==> src/rtl/aesd_pkg.sv <==
`default_nettype none
package aesd_pkg;

  localparam int NumRounds = 10;
  localparam int KeyCntW = $clog2(NumRounds + 1);

  // Configuration register indexes
  localparam logic [7:0] RegKeyHigh = 8'd0;
  localparam logic [7:0] RegKeyLow  = 8'd1;

  typedef logic [127:0] blk_t;
  typedef logic [NumRounds:0][127:0] rk_set_t;

  localparam logic [7:0] InvSbox [0:255] = '{
    8'h52,8'h09,8'h6A,8'hD5,8'h30,8'h36,8'hA5,8'h38,8'hBF,8'h40,8'hA3,8'h9E,8'h81,8'hF3,8'hD7,8'hFB,
    8'h7C,8'hE3,8'h39,8'h82,8'h9B,8'h2F,8'hFF,8'h87,8'h34,8'h8E,8'h43,8'h44,8'hC4,8'hDE,8'hE9,8'hCB,
    8'h54,8'h7B,8'h94,8'h32,8'hA6,8'hC2,8'h23,8'h3D,8'hEE,8'h4C,8'h95,8'h0B,8'h42,8'hFA,8'hC3,8'h4E,
    8'h08,8'h2E,8'hA1,8'h66,8'h28,8'hD9,8'h24,8'hB2,8'h76,8'h5B,8'hA2,8'h49,8'h6D,8'h8B,8'hD1,8'h25,
    8'h72,8'hF8,8'hF6,8'h64,8'h86,8'h68,8'h98,8'h16,8'hD4,8'hA4,8'h5C,8'hCC,8'h5D,8'h65,8'hB6,8'h92,
    8'h6C,8'h70,8'h48,8'h50,8'hFD,8'hED,8'hB9,8'hDA,8'h5E,8'h15,8'h46,8'h57,8'hA7,8'h8D,8'h9D,8'h84,
    8'h90,8'hD8,8'hAB,8'h00,8'h8C,8'hBC,8'hD3,8'h0A,8'hF7,8'hE4,8'h58,8'h05,8'hB8,8'hB3,8'h45,8'h06,
    8'hD0,8'h2C,8'h1E,8'h8F,8'hCA,8'h3F,8'h0F,8'h02,8'hC1,8'hAF,8'hBD,8'h03,8'h01,8'h13,8'h8A,8'h6B,
    8'h3A,8'h91,8'h11,8'h41,8'h4F,8'h67,8'hDC,8'hEA,8'h97,8'hF2,8'hCF,8'hCE,8'hF0,8'hB4,8'hE6,8'h73,
    8'h96,8'hAC,8'h74,8'h22,8'hE7,8'hAD,8'h35,8'h85,8'hE2,8'hF9,8'h37,8'hE8,8'h1C,8'h75,8'hDF,8'h6E,
    8'h47,8'hF1,8'h1A,8'h71,8'h1D,8'h29,8'hC5,8'h89,8'h6F,8'hB7,8'h62,8'h0E,8'hAA,8'h18,8'hBE,8'h1B,
    8'hFC,8'h56,8'h3E,8'h4B,8'hC6,8'hD2,8'h79,8'h20,8'h9A,8'hDB,8'hC0,8'hFE,8'h78,8'hCD,8'h5A,8'hF4,
    8'h1F,8'hDD,8'hA8,8'h33,8'h88,8'h07,8'hC7,8'h31,8'hB1,8'h12,8'h10,8'h59,8'h27,8'h80,8'hEC,8'h5F,
    8'h60,8'h51,8'h7F,8'hA9,8'h19,8'hB5,8'h4A,8'h0D,8'h2D,8'hE5,8'h7A,8'h9F,8'h93,8'hC9,8'h9C,8'hEF,
    8'hA0,8'hE0,8'h3B,8'h4D,8'hAE,8'h2A,8'hF5,8'hB0,8'hC8,8'hEB,8'hBB,8'h3C,8'h83,8'h53,8'h99,8'h61,
    8'h17,8'h2B,8'h04,8'h7E,8'hBA,8'h77,8'hD6,8'h26,8'hE1,8'h69,8'h14,8'h63,8'h55,8'h21,8'h0C,8'h7D
  };

  localparam logic [7:0] FwdSbox [0:255] = '{
    8'h63,8'h7C,8'h77,8'h7B,8'hF2,8'h6B,8'h6F,8'hC5,8'h30,8'h01,8'h67,8'h2B,8'hFE,8'hD7,8'hAB,8'h76,
    8'hCA,8'h82,8'hC9,8'h7D,8'hFA,8'h59,8'h47,8'hF0,8'hAD,8'hD4,8'hA2,8'hAF,8'h9C,8'hA4,8'h72,8'hC0,
    8'hB7,8'hFD,8'h93,8'h26,8'h36,8'h3F,8'hF7,8'hCC,8'h34,8'hA5,8'hE5,8'hF1,8'h71,8'hD8,8'h31,8'h15,
    8'h04,8'hC7,8'h23,8'hC3,8'h18,8'h96,8'h05,8'h9A,8'h07,8'h12,8'h80,8'hE2,8'hEB,8'h27,8'hB2,8'h75,
    8'h09,8'h83,8'h2C,8'h1A,8'h1B,8'h6E,8'h5A,8'hA0,8'h52,8'h3B,8'hD6,8'hB3,8'h29,8'hE3,8'h2F,8'h84,
    8'h53,8'hD1,8'h00,8'hED,8'h20,8'hFC,8'hB1,8'h5B,8'h6A,8'hCB,8'hBE,8'h39,8'h4A,8'h4C,8'h58,8'hCF,
    8'hD0,8'hEF,8'hAA,8'hFB,8'h43,8'h4D,8'h33,8'h85,8'h45,8'hF9,8'h02,8'h7F,8'h50,8'h3C,8'h9F,8'hA8,
    8'h51,8'hA3,8'h40,8'h8F,8'h92,8'h9D,8'h38,8'hF5,8'hBC,8'hB6,8'hDA,8'h21,8'h10,8'hFF,8'hF3,8'hD2,
    8'hCD,8'h0C,8'h13,8'hEC,8'h5F,8'h97,8'h44,8'h17,8'hC4,8'hA7,8'h7E,8'h3D,8'h64,8'h5D,8'h19,8'h73,
    8'h60,8'h81,8'h4F,8'hDC,8'h22,8'h2A,8'h90,8'h88,8'h46,8'hEE,8'hB8,8'h14,8'hDE,8'h5E,8'h0B,8'hDB,
    8'hE0,8'h32,8'h3A,8'h0A,8'h49,8'h06,8'h24,8'h5C,8'hC2,8'hD3,8'hAC,8'h62,8'h91,8'h95,8'hE4,8'h79,
    8'hE7,8'hC8,8'h37,8'h6D,8'h8D,8'hD5,8'h4E,8'hA9,8'h6C,8'h56,8'hF4,8'hEA,8'h65,8'h7A,8'hAE,8'h08,
    8'hBA,8'h78,8'h25,8'h2E,8'h1C,8'hA6,8'hB4,8'hC6,8'hE8,8'hDD,8'h74,8'h1F,8'h4B,8'hBD,8'h8B,8'h8A,
    8'h70,8'h3E,8'hB5,8'h66,8'h48,8'h03,8'hF6,8'h0E,8'h61,8'h35,8'h57,8'hB9,8'h86,8'hC1,8'h1D,8'h9E,
    8'hE1,8'hF8,8'h98,8'h11,8'h69,8'hD9,8'h8E,8'h94,8'h9B,8'h1E,8'h87,8'hE9,8'hCE,8'h55,8'h28,8'hDF,
    8'h8C,8'hA1,8'h89,8'h0D,8'hBF,8'hE6,8'h42,8'h68,8'h41,8'h99,8'h2D,8'h0F,8'hB0,8'h54,8'hBB,8'h16
  };

  // Round constant for key expansion step n (1 to 10)
  function automatic logic [7:0] rcon(input logic [KeyCntW-1:0] n);
    logic [7:0] r;
    case (n)
      4'd1:    r = 8'h01;
      4'd2:    r = 8'h02;
      4'd3:    r = 8'h04;
      4'd4:    r = 8'h08;
      4'd5:    r = 8'h10;
      4'd6:    r = 8'h20;
      4'd7:    r = 8'h40;
      4'd8:    r = 8'h80;
      4'd9:    r = 8'h1B;
      4'd10:   r = 8'h36;
      default: r = 8'h00;
    endcase
    return r;
  endfunction

  // Byte n of a block, byte 0 in the top bits
  function automatic logic [7:0] get_byte(input blk_t b, input int n);
    return b[127-8*n -: 8];
  endfunction

  function automatic logic [7:0] xtime(input logic [7:0] x);
    return {x[6:0], 1'b0} ^ (x[7] ? 8'h1B : 8'h00);
  endfunction

  // Inverse row shift followed by inverse substitution
  function automatic blk_t inv_shift_sub(input blk_t s);
    blk_t t;
    for (int c = 0; c < 4; c++) begin
      for (int r = 0; r < 4; r++) begin
        t[127-8*(4*c+r) -: 8] = InvSbox[get_byte(s, 4*((c-r+4)%4)+r)];
      end
    end
    return t;
  endfunction

  function automatic blk_t inv_mix(input blk_t s);
    blk_t t;
    logic [7:0] a [0:3];
    logic [7:0] x2 [0:3];
    logic [7:0] x4 [0:3];
    logic [7:0] x8 [0:3];
    logic [7:0] m9 [0:3];
    logic [7:0] m11 [0:3];
    logic [7:0] m13 [0:3];
    logic [7:0] m14 [0:3];
    for (int c = 0; c < 4; c++) begin
      for (int i = 0; i < 4; i++) begin
        a[i]   = get_byte(s, 4*c+i);
        x2[i]  = xtime(a[i]);
        x4[i]  = xtime(x2[i]);
        x8[i]  = xtime(x4[i]);
        m9[i]  = x8[i] ^ a[i];
        m11[i] = x8[i] ^ x2[i] ^ a[i];
        m13[i] = x8[i] ^ x4[i] ^ a[i];
        m14[i] = x8[i] ^ x4[i] ^ x2[i];
      end
      t[127-8*(4*c)   -: 8] = m14[0] ^ m11[1] ^ m13[2] ^ m9[3];
      t[127-8*(4*c+1) -: 8] = m9[0] ^ m14[1] ^ m11[2] ^ m13[3];
      t[127-8*(4*c+2) -: 8] = m13[0] ^ m9[1] ^ m14[2] ^ m11[3];
      t[127-8*(4*c+3) -: 8] = m11[0] ^ m13[1] ^ m9[2] ^ m14[3];
    end
    return t;
  endfunction

  // One step of AES-128 key expansion
  function automatic blk_t key_step(input blk_t k, input logic [7:0] rc);
    logic [31:0] w0, w1, w2, w3, t;
    blk_t o;
    w0 = k[127:96];
    w1 = k[95:64];
    w2 = k[63:32];
    w3 = k[31:0];
    t = {FwdSbox[w3[23:16]] ^ rc, FwdSbox[w3[15:8]], FwdSbox[w3[7:0]], FwdSbox[w3[31:24]]};
    o[127:96] = w0 ^ t;
    o[95:64]  = w1 ^ o[127:96];
    o[63:32]  = w2 ^ o[95:64];
    o[31:0]   = w3 ^ o[63:32];
    return o;
  endfunction

endpackage
`default_nettype wire

==> src/rtl/aesd_keyexp.sv <==
`default_nettype none
module aesd_keyexp (
  input  logic             clk,
  input  logic             rst_n,
  input  logic             cfg_valid,
  output logic             cfg_ready,
  input  logic [7:0]       cfg_index,
  input  logic [63:0]      cfg_data,
  output logic             busy,
  output aesd_pkg::rk_set_t rkeys
);
  import aesd_pkg::*;

  logic [63:0]        key_hi_r;
  logic [63:0]        key_lo_r;
  logic               busy_r;
  logic [KeyCntW-1:0] cnt_r;
  blk_t               prev_r;
  rk_set_t            rk_r;
  blk_t               step_nxt;

  assign cfg_ready = !busy_r;
  assign busy      = busy_r;
  assign rkeys     = rk_r;
  assign step_nxt  = key_step(prev_r, rcon(cnt_r));

  // Take key writes and sequence the expansion
  always_ff @(posedge clk) begin
    if (!rst_n) begin
      key_hi_r <= '0;
      key_lo_r <= '0;
      busy_r   <= 1'b1;
      cnt_r    <= '0;
    end else if (busy_r) begin
      if (cnt_r == KeyCntW'(NumRounds)) busy_r <= 1'b0;
      cnt_r <= cnt_r + 1'b1;
    end else if (cfg_valid) begin
      if (cfg_index == RegKeyHigh) begin
        key_hi_r <= cfg_data;
        busy_r   <= 1'b1;
        cnt_r    <= '0;
      end else if (cfg_index == RegKeyLow) begin
        key_lo_r <= cfg_data;
        busy_r   <= 1'b1;
        cnt_r    <= '0;
      end
    end
  end

  // Produce one round key per cycle while busy
  always_ff @(posedge clk) begin
    if (busy_r) begin
      if (cnt_r == '0) begin
        rk_r[0] <= {key_hi_r, key_lo_r};
        prev_r  <= {key_hi_r, key_lo_r};
      end else begin
        rk_r[cnt_r] <= step_nxt;
        prev_r      <= step_nxt;
      end
    end
  end

endmodule
`default_nettype wire

==> config.mk <==
export PLATFORM = sky130hd
export DESIGN_NAME = aesd_keyexp
export DESIGN_NICKNAME = d
export VERILOG_FILES = /design/src/rtl/aesd_pkg.sv /design/src/rtl/aesd_keyexp.sv
export SDC_FILE = /design/constraint.sdc
export NUM_CORES = 2
export LEC_CHECK = 0
export BUFFER_PORTS_ARGS = -buffer_cell sky130_fd_sc_hd__buf_2
export CELL_PAD_IN_SITES_DETAIL_PLACEMENT = 1
export CELL_PAD_IN_SITES_GLOBAL_PLACEMENT = 2
export CORE_AREA = 2 2 586 588
export DETAILED_ROUTE_END_ITERATION = 10
export DIE_AREA = 0 0 588 590
export GPL_ROUTABILITY_DRIVEN = 0
export PLACE_DENSITY_LB_ADDON = 0.2
export SYNTH_ARGS = -nofsm -noshare
export SYNTH_HDL_FRONTEND = slang
export SYNTH_SLANG_ARGS = --single-unit
==> constraint.sdc <==
create_clock -name clk -period 12.2 [get_ports clk]
set_clock_uncertainty 0.1 [all_clocks]
set_input_delay 0 -clock clk [delete_from_list [all_inputs] [get_ports clk]]
set_output_delay 0 -clock clk [all_outputs]
set_load 0.01 [all_outputs]
# Word level (Yosys, flattened, before mapping)
# Memories as Yosys holds them, arrays and structs flattened. A register that Yosys moved wholly into a read port is not among the register bits.
# Cells that the tools add are included.
# totals
register_bits,1669
mem_bits_ro,8320
input_bits,75
memories,5
# op_classes
addsub,1
order_cmp,6
eq_ne,2
n_mux,24
n_bitwise,12
reduce_logical,10
# memory_table
memory,words,word_bits,read_ports,rd_ports_with_merged_regs,wr,line_no,rtl
(name not given),256,8,1,0,0,aesd_pkg.sv:128,"t = {FwdSbox[w3[23:16]] ^ rc, FwdSbox[w3[15:8]], FwdSbox[w3[7:0]], FwdSbox[w3[31:24]]};"
(name not given),256,8,1,0,0,aesd_pkg.sv:128,
(name not given),256,8,1,0,0,aesd_pkg.sv:128,
(name not given),256,8,1,0,0,aesd_pkg.sv:128,
(name not given),16,8,1,1,0,aesd_pkg.sv:55,case (n)
# ops
cell,n
bitwise mux 1408 bit,1
demux 128 bit (select 4 bit),1
two-way mux 128 bit,3
bitwise XOR 32 bit,4
two-way mux 8 bit,8
"greater-or-equal comparator 9 bit, second input constant",4
inverter 8 -> 9 bit,4
two-way mux 4 bit,6
"equality test 8 x 1 -> 1 bit, second input constant",1
logical NOT 8 bit,1
bitwise XOR 8 bit,1
"< comparator 4 x 5 -> 1 bit, second input constant",1
two-way mux 1 bit,5
"adder 4 x 1 -> 4 bit, second input constant",1
"equality test 4 bit, second input constant",1
"greater-or-equal comparator 4 x 1 -> 1 bit, second input constant",1
logical NOT 4 bit,1
AND reduction 2 bit,2
AND reduction 4 bit,1
inverter 1 bit,3
AND reduction 3 bit,1
nonzero test 3 bit,1
nonzero test 2 bit,1
logical AND 1 bit,1
logical NOT 1 bit,1

# Longest topological paths before layout
# logic_depth
depth_word,11
depth_mapped,16
ltp_nobuf,12

# Worst setup path before layout
# No wires, ideal clock.
# synth_timing
path_type,flip-flop to flip-flop
from,"reg busy_r, in the netlist busy"
to,"reg rk_r (netlist bit rkeys[0]), enable pin"
arrival_time_ns,9.106
path_slack_ns,2.376
stages_incl_launch_ff,4
n_path_buf,1
synth_period_minus_slack_ns,9.824
path_cell_list,dfxtp_1 -> clkbuf_1 -> inv_1 -> nor2_1
# synth_rtl
element,line_no,rtl
"start, declared",aesd_keyexp.sv:16,logic busy_r;
"start signal, assigned",aesd_keyexp.sv:32,busy_r <= 1'b1;
"start signal, assigned",aesd_keyexp.sv:35,if (cnt_r == KeyCntW'(NumRounds)) busy_r <= 1'b0;
"start signal, assigned",aesd_keyexp.sv:40,busy_r <= 1'b1;
"end signal, assigned by index",aesd_keyexp.sv:57,rk_r[cnt_r] <= step_nxt;
"end, declared",aesd_keyexp.sv:19,rk_set_t rk_r;
# No word-level cell between the ends.

# Worst setup path after layout
# layout_timing
from,reg prev_r[24]
to,"reg prev_r[33], data pin"
# layout_via
elab_chain_len,8
# layout_rtl
element,line_no,rtl
"start, declared",aesd_keyexp.sv:18,blk_t prev_r;
"start signal, assigned",aesd_keyexp.sv:55,"prev_r <= {key_hi_r, key_lo_r};"
"start signal, assigned",aesd_keyexp.sv:58,prev_r <= step_nxt;
inverter 8 -> 9 bit (not written as such),aesd_pkg.sv:128,
memory (256 x 8 bit),--,
two-way mux 8 bit (not written as such) (2 in a row),aesd_pkg.sv:128,
bitwise XOR 32 bit,aesd_pkg.sv:129,o[127:96] = w0 ^ t;
via step_nxt[97],aesd_keyexp.sv:20,blk_t step_nxt;
bitwise XOR 32 bit,aesd_pkg.sv:130,o[95:64] = w1 ^ o[127:96];
via step_nxt[65],aesd_keyexp.sv:20,
bitwise XOR 32 bit,aesd_pkg.sv:131,o[63:32] = w2 ^ o[95:64];
via step_nxt[33],aesd_keyexp.sv:20,
two-way mux 128 bit,aesd_keyexp.sv:53,if (cnt_r == '0) begin
# The timed path passes the listed nets, and every way through them passes these cells. The select of a mux whose other input is x is not followed.
# A chain may end at the register's enable or synchronous reset.

==> summary.txt <==
Status
  • Run status: finished clean

Layout
  • Fillers: 37500
  • Final core utilization: 26.6%
  • Final Cell Area: 90600 sq um
  • Area Overhead vs Synth: 30.4%
  • Multi-input combinational cell area: 19200 sq um
  • Final net count: 6649
  • Register area: 49000 sq um
  • Non-Filler Instances: 11300
  • Layout cell share with drive strength beyond 1: 31.6%

Logic synthesis
  • Post-synthesis cell count: 4883
  • Synth warnings: 0
  • Syn_area_per_cell: 14.2 sq um
  • Most numerous cell in the Yosys netlist: edfxtp_1
  • Post-synth net total: 5022
  • Post-synth EDFFs: 1536
  • Post-synth top area cell: edfxtp_1
  • Top FF cell, synth: edfxtp_1
  • Area share of the largest cell type after synthesis: 66.4%
  • Async S/R FF share, synth: 0%
  • Largest cells by area after synthesis: edfxtp_1 (66%), dfxtp_1 (4.1%), nand2_1 (2.3%), and2_1 (1.5%), a21boi_0 (1.5%)
  • Number of synthesized register bits: 1677
  • Cell Area, Synth: 69500 sq um
  • Library cells used by synthesis: 92
  • Synth cell count leaders: edfxtp_1 (1536), nand2_1 (421), nor2_1 (197), clkbuf_1 (195), a21oi_1 (180)
  • Seq/Total Area, Yosys: 70.5%

Worst setup path
  • Delay-heaviest family, CP: XOR/XNOR gates
  • R2r setup slk: 5.61 ns
  • Critical Path Start Type: register
  • Worst r2r src: prev_r[24]
  • RR Endpoint: prev_r[33]
  • Critical path data required time: 12.83 ns
  • Critical path endpoint category: register
  • CP max FO: 36
  • CP Class: reg2reg
  • Worst r2r path cells: 12
  • Critical-path cell list: buf_4, inv_1, ha_1, nor3b_1, a2111oi_0, a211oi_1, o221ai_1, mux2i_1, xnor2_4, xor2_4, xor2_2, a21o_1
  • Critical Path AT: 7.21 ns
  • Crit path max-delay cell type: a2111oi_0
  • Crit path buffers/inverters: 2
  • Crit path largest cell delay: 1.16 ns

Timing
  • Setup TNS: 0 ns
  • # setup viols final: 0
  • RSZ-0062 raised after global routing: false
  • Worst rel slew slack: 10.1%
  • Hold Vio Cnt, Final: 0
  • Final cycle utilization of the critical path: 54.0%
  • Final Slew Violations: 0
  • Tmin final: 6.59 ns
  • Worst Slack Setup Final: 5.61 ns
  • Max Clock Freq: 152 MHz
  • Hold_ws: 0.0830 ns
  • Slew at the pin with the worst max-slew slack: 1.31 ns

Die
  • I/O pin cnt: 1485
  • Initial Util: 20.4%
  • Die X: 588 um
  • Die span in y: 590 um
  • Number of core rows: 215
  • Die Area: 347000 sq um
  • Core Area: 341000 sq um

Clocking
  • Num CTS Buffers: 199
  • Clock root buffer: clkbuf_16
  • Longest Clk Path Bufs: 4
  • Clock Latency Late Sink: 0.91 ns
  • CTS tree: done
  • Clock Sink Count: 1677
  • H-tree depth: 4
  • Clk slew on worst S/H paths: 0.06 ns

Routing
  • Via count: 51800
  • 1st-iter DRT viols: 4446
  • Final antenna-violating net count: 0
  • Drt drc: 0
  • Router iterations before antenna repair: 6
  • Vias per cell: 4.60
  • Detailed Route WL: 364000 um
  • WL per Instance: 32.3 um

Place
  • Placement Setup Slack: 5.67 ns
  • IO buf count: 1484
  • Placed cells: 10700
  • Area of placed instances: 82800 sq um
  • Post-DP HPWL: 262000 um

Pwr
  • Pwr dens: 349 nW/um^2
  • Peak VDD IR: 0.225 mV
  • Total power: 31.6 mW
  • Pleak: 33.1 nW

Job
  • Max-Cap Viols: 0

Min path
  • Hold Crit Class: in2reg
  • Worst hold endpoint: key_hi_r[29]
  • HP Start: cfg_index[4]
  • Worst Hold Depth: 6

Global routing
  • Largest net degree at the start of global routing: 127
  • Grt ovf: 0
  • Total Routing Usage GR: 20.0%
  • Antenna violations before repair: 40
  • Global-route wire length before repair: 484000 um
  • Vias in the first global route: 51700
[layout by cell type (no fill, tap or decap), types with 73 or more instances in the layout]
cell type      instances
a21oi_1              179
buf_2               1483
clkbuf_16            201
inv_1                 84
buf_4                141
nor2_1               196
a21boi_0             135
nor2b_1               94
xnor2_1               73
edfxtp_1            1536
nand2_1              420
dlygate4sd3_1        142
and2_1               158
a21o_1                82
dfxtp_1              140
nand3_1               90
nand2b_1             116
nor3_1                74
o21ai_0              147
[worst max-delay path by stage]
| stage | from | end | slack, ns | cells after the start |
|---|---|---|---|---|
| after global routing | prev_r[24] | prev_r[7] | 5.43 | 12 |
| after global placement | prev_r[24] | rkeys[673] | 5.74 | 11 |
| final | prev_r[24] | prev_r[33] | 5.61 | 12 |
| after CTS | prev_r[24] | prev_r[7] | 5.66 | 12 |
| after floorplan | busy | rkeys[0] | 2.38 | 3 |
| after detailed placement | prev_r[24] | rkeys[673] | 5.67 | 11 |
[where the power goes]
part,total [mW],switching [mW],internal [mW]
logic,15.1,11.7,3.49
registers,10.6,0.289,10.3
clock network,5.91,2.55,3.36
total,31.6,14.5,17.1
[flip-flops by register name (all words and copies together), names as in the netlist, named ones only]
signal	count
key_hi_r	64
busy	1
prev_r	128
key_lo_r	64
cnt_r	4
rkeys	1408
[what timing repair did]
action                                 in CTS  in global routing
endpoints found under the hold margin     141                  0
hold buffers                              142                  0
gates resized for setup                     0                  0
buffers inserted                            0                  0
[cell type report]
type,count,share of cell area [%]
inverter,97,0.402
antenna,22,0.0608
tap,4557,6.29
sequential,1677,54.0
clock inverter,115,1.21
timing repair buffer,1772,11.1
clock buffer,253,5.80
multi-input combinational,2763,21.1
[per-layer routing]
| metal | global-route usage [%] | routed length (um) |
|---|---|---|
| met2 | 34.0 | 176000 |
| met1 | 25.5 | 152000 |
| met4 | 5.66 | 11600 |
| met5 | 0 | 7 |
| met3 | 4.31 | 23900 |
[cell families after synthesis]
family                   Yosys count  synth area share (%)
XOR/XNOR                         185                  2.80
buffers and inverters            443                  2.74
adder cells (fa/ha/maj)           64                  1.15
flip-flops                      1677                  70.5
AO/OA/AOI/OAI                   1107                  11.3
AND/OR/NAND/NOR                 1314                  9.52
multiplexers                      93                  1.99
[worst reg2reg max path, delay by kind of cell, from the launching register on]
family | cells | cell delay [ns]
and+or+nand+nor | 1 | 0.31
DFF | 1 | 0.32
AOI/OAI and AO/OA | 4 | 1.75
muxes | 1 | 0.21
xor gates and xnor gates | 3 | 2.26
adders and majority gates | 1 | 0.70
buffers and inverters | 2 | 0.79
Power figures use the tool's default switching activity.
